**src/design/nvg_pkg.sv**
```systemverilog
// ============================================================================
// nvg_pkg
// Shared types and constants for the note velocity gradient block.
// ============================================================================
package nvg_pkg;

   localparam int NOTE_W     = 7;
   localparam int VEL_W      = 7;
   localparam int VALUE_W    = 16;
   localparam int INDEX_W    = 3;
   localparam int REQ_DATA_W = 16;
   localparam int RSP_DATA_W = 8;

   // Quotient magnitude stays below 2**16, so 16 quotient bits, 4 per stage.
   localparam int QUOT_W     = 16;
   localparam int DIV_BITS   = 4;
   localparam int DIV_STAGES = QUOT_W / DIV_BITS;
   localparam int MAG_W      = QUOT_W + NOTE_W;

   // Capture, multiply, magnitude, divider, interpolate, mode, output.
   localparam int NUM_STAGES = DIV_STAGES + 6;

   localparam logic [VEL_W-1:0] VEL_MAX = 7'd127;

   typedef enum logic [1:0] {
      MODE_OFFSET   = 2'd0,
      MODE_MULTIPLY = 2'd1,
      MODE_FIXED    = 2'd2,
      MODE_INVALID  = 2'd3
   } mode_type;

   localparam logic [INDEX_W-1:0] REG_MODE        = 3'd0;
   localparam logic [INDEX_W-1:0] REG_NOTE_LOWER  = 3'd1;
   localparam logic [INDEX_W-1:0] REG_NOTE_UPPER  = 3'd2;
   localparam logic [INDEX_W-1:0] REG_VALUE_LOWER = 3'd3;
   localparam logic [INDEX_W-1:0] REG_VALUE_UPPER = 3'd4;

   typedef struct packed {
      logic             on;
      logic [VEL_W-1:0] vel;
      logic             sel_lo;
      logic             sel_hi;
      logic             neg;
   } ctl_type;

endpackage

```
**src/design/note_velocity_gradient.sv**
```systemverilog
// ============================================================================
// note_velocity_gradient
// Keyboard velocity gradient: maps the note across a value range and applies
// it to note-on velocities in offset, multiply or fixed mode.
// ============================================================================
// The request channel carries one MIDI event per beat: req_tuser is the
// note-on flag, req_tdata holds note and velocity. The response channel
// returns exactly one beat per request, in order, with the new velocity and
// a clip flag. The csr channel writes the mode, note range and Q8.8 value
// range; it is always ready. The user must write it only while the block
// is idle; the block itself does not enforce this. The datapath is a
// ten-stage pipeline: capture, gradient multiply, sign and magnitude, four
// long-division stages of four quotient bits each, interpolation, mode
// multiply, and truncation with saturation into the output register. One
// request is taken every cycle unless the receiver stalls a full pipeline.
// Each stage holds a valid bit and advances whenever the stage after it is
// empty or advancing, so a stalled receiver fills the empty stages first and
// req_tready falls only when all ten stages hold beats.
// Reset clears all valid bits and loads the register defaults: multiply mode,
// notes 0 to 127, both values 1.0.
// ============================================================================
module note_velocity_gradient (
   input  logic                          clock,
   input  logic                          reset,
   input  logic                          req_tvalid,
   output logic                          req_tready,
   // [6:0] note, [13:7] velocity, [15:14] zero.
   input  logic [nvg_pkg::REQ_DATA_W-1:0] req_tdata,
   // [0] is_note_on.
   input  logic                          req_tuser,
   output logic                          rsp_tvalid,
   input  logic                          rsp_tready,
   // [6:0] new_velocity, [7] clipped.
   output logic [nvg_pkg::RSP_DATA_W-1:0] rsp_tdata,
   input  logic                          csr_valid,
   output logic                          csr_ready,
   input  logic [nvg_pkg::INDEX_W-1:0]   csr_index,
   input  logic [nvg_pkg::VALUE_W-1:0]   csr_wdata
);

   localparam int NS = nvg_pkg::NUM_STAGES;
   localparam int DS = nvg_pkg::DIV_STAGES;
   localparam int NW = nvg_pkg::NOTE_W;
   localparam int VW = nvg_pkg::VEL_W;
   localparam int QW = nvg_pkg::QUOT_W;
   localparam int MW = nvg_pkg::MAG_W;
   localparam int DB = nvg_pkg::DIV_BITS;

   nvg_pkg::mode_type             mode_ff;
   logic [NW-1:0]                 note_lower_ff;
   logic [NW-1:0]                 note_upper_ff;
   logic signed [15:0]            value_lower_ff;
   logic signed [15:0]            value_upper_ff;

   always_ff @(posedge clock) begin
      if (reset) begin
         mode_ff        <= nvg_pkg::MODE_MULTIPLY;
         note_lower_ff  <= 7'd0;
         note_upper_ff  <= 7'd127;
         value_lower_ff <= 16'sd256;
         value_upper_ff <= 16'sd256;
      end else if (csr_valid) begin
         unique case (csr_index)
            nvg_pkg::REG_MODE:        mode_ff <= nvg_pkg::mode_type'(csr_wdata[1:0]);
            nvg_pkg::REG_NOTE_LOWER:  note_lower_ff <= csr_wdata[NW-1:0];
            nvg_pkg::REG_NOTE_UPPER:  note_upper_ff <= csr_wdata[NW-1:0];
            nvg_pkg::REG_VALUE_LOWER: value_lower_ff <= csr_wdata;
            nvg_pkg::REG_VALUE_UPPER: value_upper_ff <= csr_wdata;
            default: ;
         endcase
      end
   end

   assign csr_ready = 1'b1;

   logic [NW-1:0] dx;
   assign dx = note_upper_ff - note_lower_ff;

   // Valid bits and per-stage advance.
   logic [NS-1:0] vld_ff;
   logic [NS-1:0] adv;

   always_comb begin
      adv[NS-1] = !vld_ff[NS-1] || rsp_tready;
      for (int k = NS - 2; k >= 0; k--) begin
         adv[k] = !vld_ff[k] || adv[k+1];
      end
   end

   always_ff @(posedge clock) begin
      if (reset) begin
         vld_ff <= '0;
      end else begin
         if (adv[0]) begin
            vld_ff[0] <= req_tvalid;
         end
         for (int k = 1; k < NS; k++) begin
            if (adv[k]) begin
               vld_ff[k] <= vld_ff[k-1];
            end
         end
      end
   end

   assign req_tready = adv[0];

   // Control fields that ride along with the arithmetic.
   nvg_pkg::ctl_type ctl_ff [NS-1];
   nvg_pkg::ctl_type ctl_in [NS-1];

   logic [NW-1:0] req_note;
   logic [VW-1:0] req_vel;
   assign req_note = req_tdata[NW-1:0];
   assign req_vel  = req_tdata[NW+VW-1:NW];

   // Stage 0: capture, range flags, slope and note offset.
   logic signed [16:0] dy0_ff, dy0_in;
   logic [NW-1:0]      off0_ff, off0_in;

   always_comb begin
      dy0_in  = {value_upper_ff[15], value_upper_ff} - {value_lower_ff[15], value_lower_ff};
      off0_in = req_note - note_lower_ff;
   end

   // Stage 1: slope times offset.
   logic signed [24:0] prod1_ff, prod1_in;
   assign prod1_in = dy0_ff * $signed({1'b0, off0_ff});

   // Stage 2: sign and magnitude of the product.
   logic [24:0]   abs2;
   logic [MW-1:0] mag2_ff, mag2_in;
   assign abs2    = prod1_ff[24] ? 25'(-prod1_ff) : 25'(prod1_ff);
   assign mag2_in = abs2[MW-1:0];

   always_comb begin
      ctl_in[0].on     = req_tuser;
      ctl_in[0].vel    = req_vel;
      ctl_in[0].sel_lo = (req_note <= note_lower_ff);
      ctl_in[0].sel_hi = (req_note >= note_upper_ff);
      ctl_in[0].neg    = 1'b0;
      for (int k = 1; k < NS - 1; k++) begin
         ctl_in[k] = ctl_ff[k-1];
      end
      ctl_in[2].neg = prod1_ff[24];
   end

   // Stages 3 to 3+DS-1: restoring long division by the note span.
   logic [NW-1:0] rem_ff [DS];
   logic [QW-1:0] low_ff [DS];
   logic [QW-1:0] quo_ff [DS];
   logic [NW-1:0] rem_in [DS];
   logic [QW-1:0] low_in [DS];
   logic [QW-1:0] quo_in [DS];

   for (genvar d = 0; d < DS; d++) begin : g_div
      logic [NW-1:0] rem_src;
      logic [QW-1:0] low_src;
      logic [QW-1:0] quo_src;

      if (d == 0) begin : g_first
         assign rem_src = mag2_ff[MW-1:QW];
         assign low_src = mag2_ff[QW-1:0];
         assign quo_src = '0;
      end else begin : g_next
         assign rem_src = rem_ff[d-1];
         assign low_src = low_ff[d-1];
         assign quo_src = quo_ff[d-1];
      end

      always_comb begin
         logic [NW-1:0] r;
         logic [QW-1:0] lo;
         logic [QW-1:0] q;
         logic [NW:0]   t;
         r  = rem_src;
         lo = low_src;
         q  = quo_src;
         for (int b = 0; b < DB; b++) begin
            t  = {r, lo[QW-1]};
            lo = {lo[QW-2:0], 1'b0};
            if (t >= {1'b0, dx}) begin
               t = t - {1'b0, dx};
               q = {q[QW-2:0], 1'b1};
            end else begin
               q = {q[QW-2:0], 1'b0};
            end
            r = t[NW-1:0];
         end
         rem_in[d] = r;
         low_in[d] = lo;
         quo_in[d] = q;
      end

      always_ff @(posedge clock) begin
         if (adv[3+d]) begin
            rem_ff[d] <= rem_in[d];
            low_ff[d] <= low_in[d];
            quo_ff[d] <= quo_in[d];
         end
      end
   end

   // Interpolation stage: clamp or lower value plus signed quotient.
   localparam int SI = 3 + DS;
   logic signed [15:0] v_ff, v_in;
   logic [17:0]        qs;
   logic [17:0]        vsum;

   always_comb begin
      qs   = ctl_ff[SI-1].neg ? 18'(-{2'b0, quo_ff[DS-1]}) : {2'b0, quo_ff[DS-1]};
      vsum = {{2{value_lower_ff[15]}}, value_lower_ff} + qs;
      if (ctl_ff[SI-1].sel_lo) begin
         v_in = value_lower_ff;
      end else if (ctl_ff[SI-1].sel_hi) begin
         v_in = value_upper_ff;
      end else begin
         v_in = $signed(vsum[15:0]);
      end
   end

   // Mode stage: multiply by velocity or pass the value.
   localparam int SM = SI + 1;
   logic signed [23:0] x_ff, x_in;

   always_comb begin
      if (mode_ff == nvg_pkg::MODE_MULTIPLY) begin
         x_in = $signed({1'b0, ctl_ff[SM-1].vel}) * v_ff;
      end else begin
         x_in = {{8{v_ff[15]}}, v_ff};
      end
   end

   // Output stage: truncate toward zero, add, saturate.
   localparam int SO = SM + 1;
   nvg_pkg::ctl_type    oc;
   logic signed [23:0]  bias;
   logic signed [15:0]  tq;
   logic signed [17:0]  raw;
   logic [VW-1:0]       nvel_in, nvel_ff;
   logic                clip_in, clip_ff;

   always_comb begin
      oc   = ctl_ff[SO-1];
      bias = x_ff + (x_ff[23] ? 24'sd255 : 24'sd0);
      tq   = bias[23:8];
      if (mode_ff == nvg_pkg::MODE_OFFSET) begin
         raw = {{2{tq[15]}}, tq} + $signed({11'b0, oc.vel});
      end else begin
         raw = {{2{tq[15]}}, tq};
      end
      if (!oc.on) begin
         nvel_in = oc.vel;
         clip_in = 1'b0;
      end else if (oc.vel == '0 || mode_ff == nvg_pkg::MODE_INVALID) begin
         nvel_in = '0;
         clip_in = 1'b0;
      end else if (raw < 0) begin
         nvel_in = '0;
         clip_in = 1'b1;
      end else if (raw > $signed({11'b0, nvg_pkg::VEL_MAX})) begin
         nvel_in = nvg_pkg::VEL_MAX;
         clip_in = 1'b1;
      end else begin
         nvel_in = raw[VW-1:0];
         clip_in = 1'b0;
      end
   end

   always_ff @(posedge clock) begin
      for (int k = 0; k < NS - 1; k++) begin
         if (adv[k]) begin
            ctl_ff[k] <= ctl_in[k];
         end
      end
      if (adv[0]) begin
         dy0_ff  <= dy0_in;
         off0_ff <= off0_in;
      end
      if (adv[1]) begin
         prod1_ff <= prod1_in;
      end
      if (adv[2]) begin
         mag2_ff <= mag2_in;
      end
      if (adv[SI]) begin
         v_ff <= v_in;
      end
      if (adv[SM]) begin
         x_ff <= x_in;
      end
      if (adv[SO]) begin
         nvel_ff <= nvel_in;
         clip_ff <= clip_in;
      end
   end

   assign rsp_tvalid = vld_ff[NS-1];
   assign rsp_tdata  = {clip_ff, nvel_ff};

endmodule

```
**config.mk**
```make
export PLATFORM = sky130hd
export DESIGN_NAME = note_velocity_gradient
export DESIGN_NICKNAME = d
export VERILOG_FILES = /design/src/design/nvg_pkg.sv /design/src/design/note_velocity_gradient.sv
export SDC_FILE = /design/constraint.sdc
export NUM_CORES = 1
export LEC_CHECK = 0
export ABC_AREA = 1
export BUFFER_PORTS_ARGS = -buffer_cell sky130_fd_sc_hd__buf_4
export CORE_ASPECT_RATIO = 0.8
export CORE_MARGIN = 2
export CORE_UTILIZATION = 50
export CTS_CLUSTER_DIAMETER = 80
export CTS_CLUSTER_SIZE = 24
export DETAILED_ROUTE_END_ITERATION = 10
export GPL_TIMING_DRIVEN = 0
export PLACE_DENSITY_LB_ADDON = 0.3
export SYNTH_ARGS = -nofsm -noshare
export SYNTH_HDL_FRONTEND = slang
export SYNTH_SLANG_ARGS = --single-unit
```
**constraint.sdc**
```tcl
create_clock -name clock -period 15.74 [get_ports clock]
set_input_delay 1.574 -clock clock [delete_from_list [all_inputs] [get_ports clock]]
set_output_delay 1.574 -clock clock [all_outputs]
set_load 0.01 [all_outputs]
```
==> results of run 1 <==
-- cell usage after synthesis (6+ instances only) --
library cell	number
inv_1	703
nand2_1	686
edfxtp_1	295
ha_1	272
a21oi_1	207
fa_1	197
o21ai_0	195
nor2_1	176
xor2_1	104
nand3_1	101
xnor2_1	73
clkbuf_1	61
dfxtp_1	58
nand2_2	29
nand4_1	21
nor3_1	21
o211ai_1	18
nand3_2	16
nor4_1	15
a21o_1	13
nand2_4	13
nand3_4	13
o21bai_1	13
a31oi_1	10
a21boi_0	9
inv_2	9
clkbuf_2	7
o21ai_2	6
-- layout make-up --
type | count | area share, %
clock inverters | 9 | 0.3590
repair buffers | 53 | 1.413
flip-flops and latches | 353 | 31.25
plain buffers | 75 | 0.9913
multi-input cells | 2278 | 52.64
diodes | 2 | 0.01561
inverters | 712 | 8.336
clock buffers | 31 | 1.955
well taps | 779 | 3.040
-- worst min path at each step --
stage,from,end,cells past startpoint
3_5_place_dp,ctl_ff[0][32],ctl_ff[0][43],0
2_1_floorplan,ctl_ff[0][1],ctl_ff[0][12],0
4_1_cts,ctl_ff[0][23],ctl_ff[0][34],0
6_report,ctl_ff[0][23],ctl_ff[0][34],0
3_3_place_gp,low_ff[0][3],low_ff[1][7],0
5_1_grt,ctl_ff[0][23],ctl_ff[0][34],0
-- kinds of logic (layout without fill, tap and decap cells) --
kind of cell | Yosys count | in the layout | share of synthesized area, %
mux | 1 | 1 | 0.03353
buf+inv | 787 | 880 | 10.02
xor+xnor | 177 | 177 | 5.193
flops | 353 | 353 | 33.56
simple gates | 1121 | 1121 | 17.05
other cells | 1 | 3 | 0.01256
fa+ha+maj | 469 | 469 | 24.61
compound gates | 509 | 509 | 9.522
-- per-stage QoR --
| step | worst slack [ps] | util [%] | hold WS [ps] | area, µm² | std cells |
|---|---|---|---|---|---|
| floorplan | 6014 | - | 400.3 | 29850 | 3418 |
| CTS | 5067 | 54.01 | 401.6 | 32060 | 4290 |
| finish | 5363 | 54.01 | 401.0 | 32060 | 4292 |
| detailed placement | 5078 | 52.76 | 404.5 | 31310 | 4250 |
| global route | 4515 | 54.01 | 407.6 | 32060 | 4292 |
| global placement | 2315 | 52.54 | 401.0 | 31190 | 4245 |
-- critical path, delay by kind of cell --
kind,cells,cell delay (ps)
buf+inv,11,5970
simple gates,10,1170
-- layer usage --
layer | track usage, % | vias up | part of all wire (%) | wire length [µm]
met5 | 0 | - | 0.058 | 38
met4 | 5.733 | 6 | 2.7 | 1759
met3 | 2.597 | 92 | 4.4 | 2896
met2 | 36.51 | 415 | 46 | 30010
met1 | 30.65 | 10150 | 47 | 31110
li1 | - | 11110 | - | -
-- registers in the layout (all words and copies together) (netlist names), 2 cells and up --
name and flops:
prod1_ff 24, value_lower_ff 16, mag2_ff 23, dy0_ff 17, v_ff 16, quo_ff 40, note_upper_ff 7, rem_ff 21
note_lower_ff 7, low_ff 24, mode_ff 2, vld_ff 10, off0_ff 7, nvel_ff 7, x_ff 24, ctl_ff 91
value_upper_ff 16
==> summary.md, run 1 <==
| Metric | Value |
|---|---|
| FF-to-FF End | `rem_ff[2][4]` |
| Rows | `80` |
| Post-CTS setup buffers | `0` |
| Synthesized area | `0.02985 mm²` |
| FF/Latch Area | `0.01002 mm²` |
| Die width | `277.2 µm` |
| Largest stage delay, worst path | `890 ps` |
| Die Span Y | `222.6 µm` |
| EDFF count, synth | `295` |
| RSZ-0062 raised after global routing | `false` |
| Actual slew at the worst max-slew pin | `1214 ps` |
| Filler Cells Inserted | `5401` |
| Port Buf Inserts | `48` |
| Hold Violations, Final | `0` |
| Critical Path RT | `14170 ps` |
| 1st-pass router iterations | `5` |
| Most common cell after layout, fill and taps aside | `inv_1` |
| Num CTS Buffers | `22` |
| DRC viols | `0` |
| Vias per cell | `5.074` |
| Synth warn | `0` |
| Outcome | `finished, final reports clean` |
| First-pass GRT wire length | `110000 µm` |
| Crit path to | `req_tready` |
| Drt total wl | `65810 µm` |
| Dpl hpwl | `52800 µm` |
| Die Area | `0.06169 mm²` |
| Part of the Yosys area used for sequential elements | `33.56%` |
| Worst rel slew slack | `18.99%` |
| Worst hold path class | `register to register` |
| Max Fclk | `96.37 MHz` |
| Most used cell, CP | `nor2_1` |
| Nets | `4005` |
| Register bit total from synthesis | `353` |
| R2R depth | `40` |
| Share of the synthesized area in the top cell type | `29.67%` |
| Post_cts resized | `0` |
| Worst-Skew Late Latency | `560 ps` |
| Max FO, Critical Path | `36` |
| Setup violators final | `0` |
| H-tree levels | `1` |
| Max Transition Viols Final | `0` |
| Antenna viol nets, final | `0` |
| Share of cells above drive strength 1 | `6.181%` |
| Setup CP Type | `input pin to output port` |
| Initial Utilization | `50.30%` |
| Via count | `21780` |
| Biggest area consumer among synthesized cells | `edfxtp_1` |
| Synth-to-Final Area Change | `7.393%` |
| CP startpoint | `rsp_tready` |
| Period utilization | `65.93%` |
| Post-CTS Hold Buffers | `0` |
| Most frequent cells in the layout | `inv_1, nand2_1, edfxtp_1, ha_1, a21oi_1` |
| Post-synthesis instance total | `3418` |
| CTS tree | `done` |
| Clk sinks | `353` |
| Avg WL per Cell | `15.33 µm` |
| Iter 0 DRT Violations | `1475` |
| Clock transition at path regs | `90 ps` |
| Initial antenna violation count | `5` |
| MaxCap Viol Count | `0` |
| Layout Skew | `27.35 ps` |
| Critical path startpoint category | `input pin` |
| Setup TNS | `0 ps` |
| Core area | `0.05936 mm²` |
| Worst Path Arrival | `8800 ps` |
| I/O Pins | `52` |
| Worst-case clock buffer depth | `3` |
| Vias in the first global route | `21740` |
| GP Congestion | `0.9020` |
| Multi-input gate area | `0.01688 mm²` |
| Reg2reg setup slack | `6480 ps` |
| Total global-route track usage | `21.98%` |
| Ys flop type | `edfxtp_1` |
| Main area contributors after synthesis | `edfxtp_1, fa_1, ha_1` |
| Clock root cell | `clkbuf_16` |
| Syn_area_per_cell | `8.734 µm²` |
| Netlist cell types | `63` |
| Async SR Flop Fraction | `0%` |
| Tmin final | `10380 ps` |
| Largest net degree at the start of global routing | `37` |
| FF-to-FF Start | `note_lower_ff[0]` |
| Mapped Nets | `3928` |
| Slowest cell on the critical path | `inv_1` |
| GRT overflow | `0` |
| Worst path cell trace | `buf_4 > nor2_1 > inv_1 > nor2_1 > inv_1 > nor2_1 > inv_1 > nor2_1 > inv_1 > nor2_1 > inv_2 > nor2_1 > inv_2 > nor2_1 > inv_2 > nor2_1 > inv_2 > nor2_1 > nand2_2 > buf_12 > buf_4` |
| Worst Setup End Kind | `output port` |
Power of run 1 is left out: the tool's default activity adds up to more than one toggle a clock period on the data nets, which glitch-free logic cannot reach.
==> inputs of run 2 (changes only) <==
--- a/config.mk
+++ b/config.mk
@@ -5,7 +5,7 @@
 export SDC_FILE = /design/constraint.sdc
 export NUM_CORES = 1
 export LEC_CHECK = 0
-export ABC_AREA = 1
+export ABC_AREA = 0
 export BUFFER_PORTS_ARGS = -buffer_cell sky130_fd_sc_hd__buf_4
 export CORE_ASPECT_RATIO = 0.8
 export CORE_MARGIN = 2
==> constraint.sdc (replaced) <==
create_clock -name clock -period 10.8 [get_ports clock]
set_input_delay 1.08 -clock clock [delete_from_list [all_inputs] [get_ports clock]]
set_output_delay 1.08 -clock clock [all_outputs]
set_load 0.01 [all_outputs]
==> run 2 against run 1 <==
Effect of this change: via count shrank 1.7%; non-clock buffer count increased by 1; cell area down 0.12%; worst setup slack got worse by 4800 ps; flip-flop and latch count unchanged; critical endpoint is now rem_ff[1][2].
==> summary.md, run 2 <==
| Metric | Value |
|---|---|
| First-pass GRT wire length | `111200 µm (+1.1%)` |
| Max FO, Critical Path | `7 (-81%)` |
| Antenna cells | `0 (-2)` |
| Top reg by flops | `ctl_ff` |
| Clock transition at path regs | `100 ps (about the same)` |
| Die Area | `0.06075 mm² (-1.5%)` |
| Total global-route track usage | `22.64% (+0.65 points)` |
| Vias in the first global route | `21910 (+0.79%)` |
| Cell with the most instances after synthesis | `inv_1` |
| Slowest cell on the critical path | `fa_1` |
| Largest stage delay, worst path | `450 ps (-440 ps)` |
| Via count | `21400 (-1.7%)` |
| GP Congestion | `0.9378 (+4.0%)` |
| Most common cell after layout, fill and taps aside | `inv_1` |
| Commonest cells post-synth | `inv_1, edfxtp_1, ha_1` |
| Syn_area_per_cell | `10.08 µm² (+15%)` |
| Drt total wl | `68230 µm (+3.7%)` |
| Outcome | `finished, final reports clean` |
| Worst rel slew slack | `21.26% (+2.3 points)` |
| Grt peak-use layer | `met2` |
| Setup violators final | `0 (unchanged)` |
| Die width | `275.1 µm (-0.77%)` |
| DRC viols | `0 (unchanged)` |
| Post-synthesis instance total | `2917 (-15%)` |
| Met2 Track Usage GR | `37.37% (+0.86 points)` |
| Most used cell, CP | `a21oi_2` |
| Actual slew at the worst max-slew pin | `1181 ps (-32.62 ps)` |
| EDFF count, synth | `295 (unchanged)` |
| Worst-Skew Late Latency | `570 ps (about the same)` |
| Core area | `0.05812 mm² (-2.1%)` |
| Part of the Yosys area used for sequential elements | `34.09% (+0.53 points)` |
| Rows | `79 (-1.3%)` |
| Critical path startpoint category | `register` |
| MaxCap Viol Count | `0 (unchanged)` |
| Final WS setup | `566.8 ps (-4796 ps)` |
| Max Transition Viols Final | `0 (unchanged)` |
| Worst Path Arrival | `10560 ps (+1760 ps)` |
| Async SR Flop Fraction | `0% (unchanged)` |
| Initial Utilization | `50.57% (+0.27 points)` |
| Layout Skew | `28.00 ps (+0.6507 ps)` |
| Max reg flops | `91 (unchanged)` |
| Dpl hpwl | `54100 µm (+2.5%)` |
| Top Registers | `ctl_ff (91), quo_ff (40)` |
| Register bit total from synthesis | `353 (unchanged)` |
| Nets | `3524 (-12%)` |
| Share of the synthesized area in the top cell type | `30.14% (+0.47 points)` |
| Setup TNS | `0 ps (unchanged)` |
| H-tree levels | `1 (unchanged)` |
| Main area contributors after synthesis | `edfxtp_1, fa_1, ha_1` |
| Iter 0 DRT Violations | `1587 (+7.6%)` |
| I/O Pins | `52 (unchanged)` |
| Avg WL per Cell | `17.97 µm (+17%)` |
| Tmin final | `10230 ps` |
| Period utilization | `94.75%` |
| Worst Setup End Kind | `register` |
| Synth warn | `0 (unchanged)` |
| Met1 GRT Util | `31.11% (+0.46 points)` |
| Die Span Y | `220.9 µm (-0.77%)` |
| Antenna viol nets, final | `0 (unchanged)` |
| CTS tree | `done` |
| Largest net degree at the start of global routing | `35 (-5.4%)` |
| Critical Path RT | `11130 ps (-3040 ps)` |
| Worst-case clock buffer depth | `3 (unchanged)` |
| Hold Violations, Final | `0 (unchanged)` |
| Vias per cell | `5.634 (+11%)` |
| Clk sinks | `353 (unchanged)` |
| Most frequent cells in the layout | `inv_1, edfxtp_1, ha_1, nand2_1, fa_1` |
| GRT overflow | `0 (unchanged)` |
| Biggest area consumer among synthesized cells | `edfxtp_1` |
| Synthesized area | `0.02939 mm² (-1.6%)` |
| Max Fclk | `97.72 MHz` |
| 1st-pass router iterations | `6 (+1)` |
| Clock root cell | `clkbuf_16` |
| Initial antenna violation count | `1 (-4)` |
| Post-place setup slack | `-789.8 ps (-5868 ps)` |
| Synth-to-Final Area Change | `8.953%` |
| Setup CP Type | `register to register` |
| Num CTS Buffers | `22 (unchanged)` |
| Met3 GRT Util | `3.223% (+0.63 points)` |
| Ys flop type | `edfxtp_1` |
| Netlist cell types | `90 (+43%)` |
| Port Buf Inserts | `47 (-2.1%)` |
| Mapped Nets | `3427 (-13%)` |
| Worst hold path class | `register to register` |
| Share of cells above drive strength 1 | `7.890% (+1.7 points)` |
-- run 2: cell types whose count changed in the layout (fill, tap and decap cells not counted), sizes merged, moves of 60 or more --
cell	delta
nand2	-489
inv	-313
and2	+178
nand3	-94
o21ai	-89
a21o	+60
-- run 2: path summary, 6_finish.rpt --
path                     from       endpoint  slack, ps  depth (start not counted)
max          note_upper_ff[0]   rem_ff[1][2]        570                         47
min             ctl_ff[0][54]  ctl_ff[0][65]        420                          0
max reg2reg  note_upper_ff[0]   rem_ff[1][2]        570                         47
min reg2reg     ctl_ff[0][54]  ctl_ff[0][65]        420                          0
-- run 2: cell families (layout without fill, tap and decap cells) --
family / Yosys count / count (layout) / share of synthesized area [%]
fa+ha+maj: 474 / 474 / 25.17
buf+inv: 459 / 571 / 6.011
compound gates: 582 / 582 / 12.87
simple gates: 792 / 792 / 13.55
mux: 79 / 79 / 3.018
flops: 353 / 353 / 34.09
xor+xnor: 177 / 177 / 5.275
other cells: 1 / 1 / 0.01276
-- run 2: timing repair --
item                       CTS  global route
buffers inserted             3            14
gates cloned                 1             1
pin swaps                    1             5
gates resized for setup     10            36
setup endpoints to repair   24            24
hold buffers                 0             0
-- run 2: final cells by class --
class	instances	area [µm²]
repair inverters	1	5.005
clock buffers	29	608.1
well taps	769	962.2
clock inverters	10	180.2
inverters	402	1515
multi-input cells	2105	17840
repair buffers	72	629.4
fillers	4995	26100
plain buffers	57	257.7
flip-flops and latches	353	10020
-- run 2: metal layers --
layer | part of all wire [%] | vias to the layer above
li1 | - | 10210
met1 | 44 | 10440
met2 | 47 | 614
met3 | 5.4 | 133
met4 | 2.8 | 0
met5 | 0 | -
-- run 2: stage by stage --
stage / util (%) / cells / hold WS, ps / instance area, µm²
6_report: 55.10 / 3798 / 423.7 / 32020
5_1_grt: 55.10 / 3798 / 430.7 / 32020
4_1_cts: 54.59 / 3783 / 420.3 / 31730
3_5_place_dp: 53.11 / 3740 / 404.5 / 30870
3_3_place_gp: 52.83 / 3733 / 403.0 / 30710
2_1_floorplan: - / 2917 / 400.3 / 29390
-- run 2: critical path, delay by kind of cell, from the launching register on --
kind                       cells  cell delay, ps
AOI/OAI and AO/OA             25            4640
and+or+nand+nor                6             750
buffers and inverters          5             610
adders and majority gates      7            2480
xor gates and xnor gates       1             190
DFF                            1             360
muxes                          3             930
Power of run 2 is left out for the same reason.
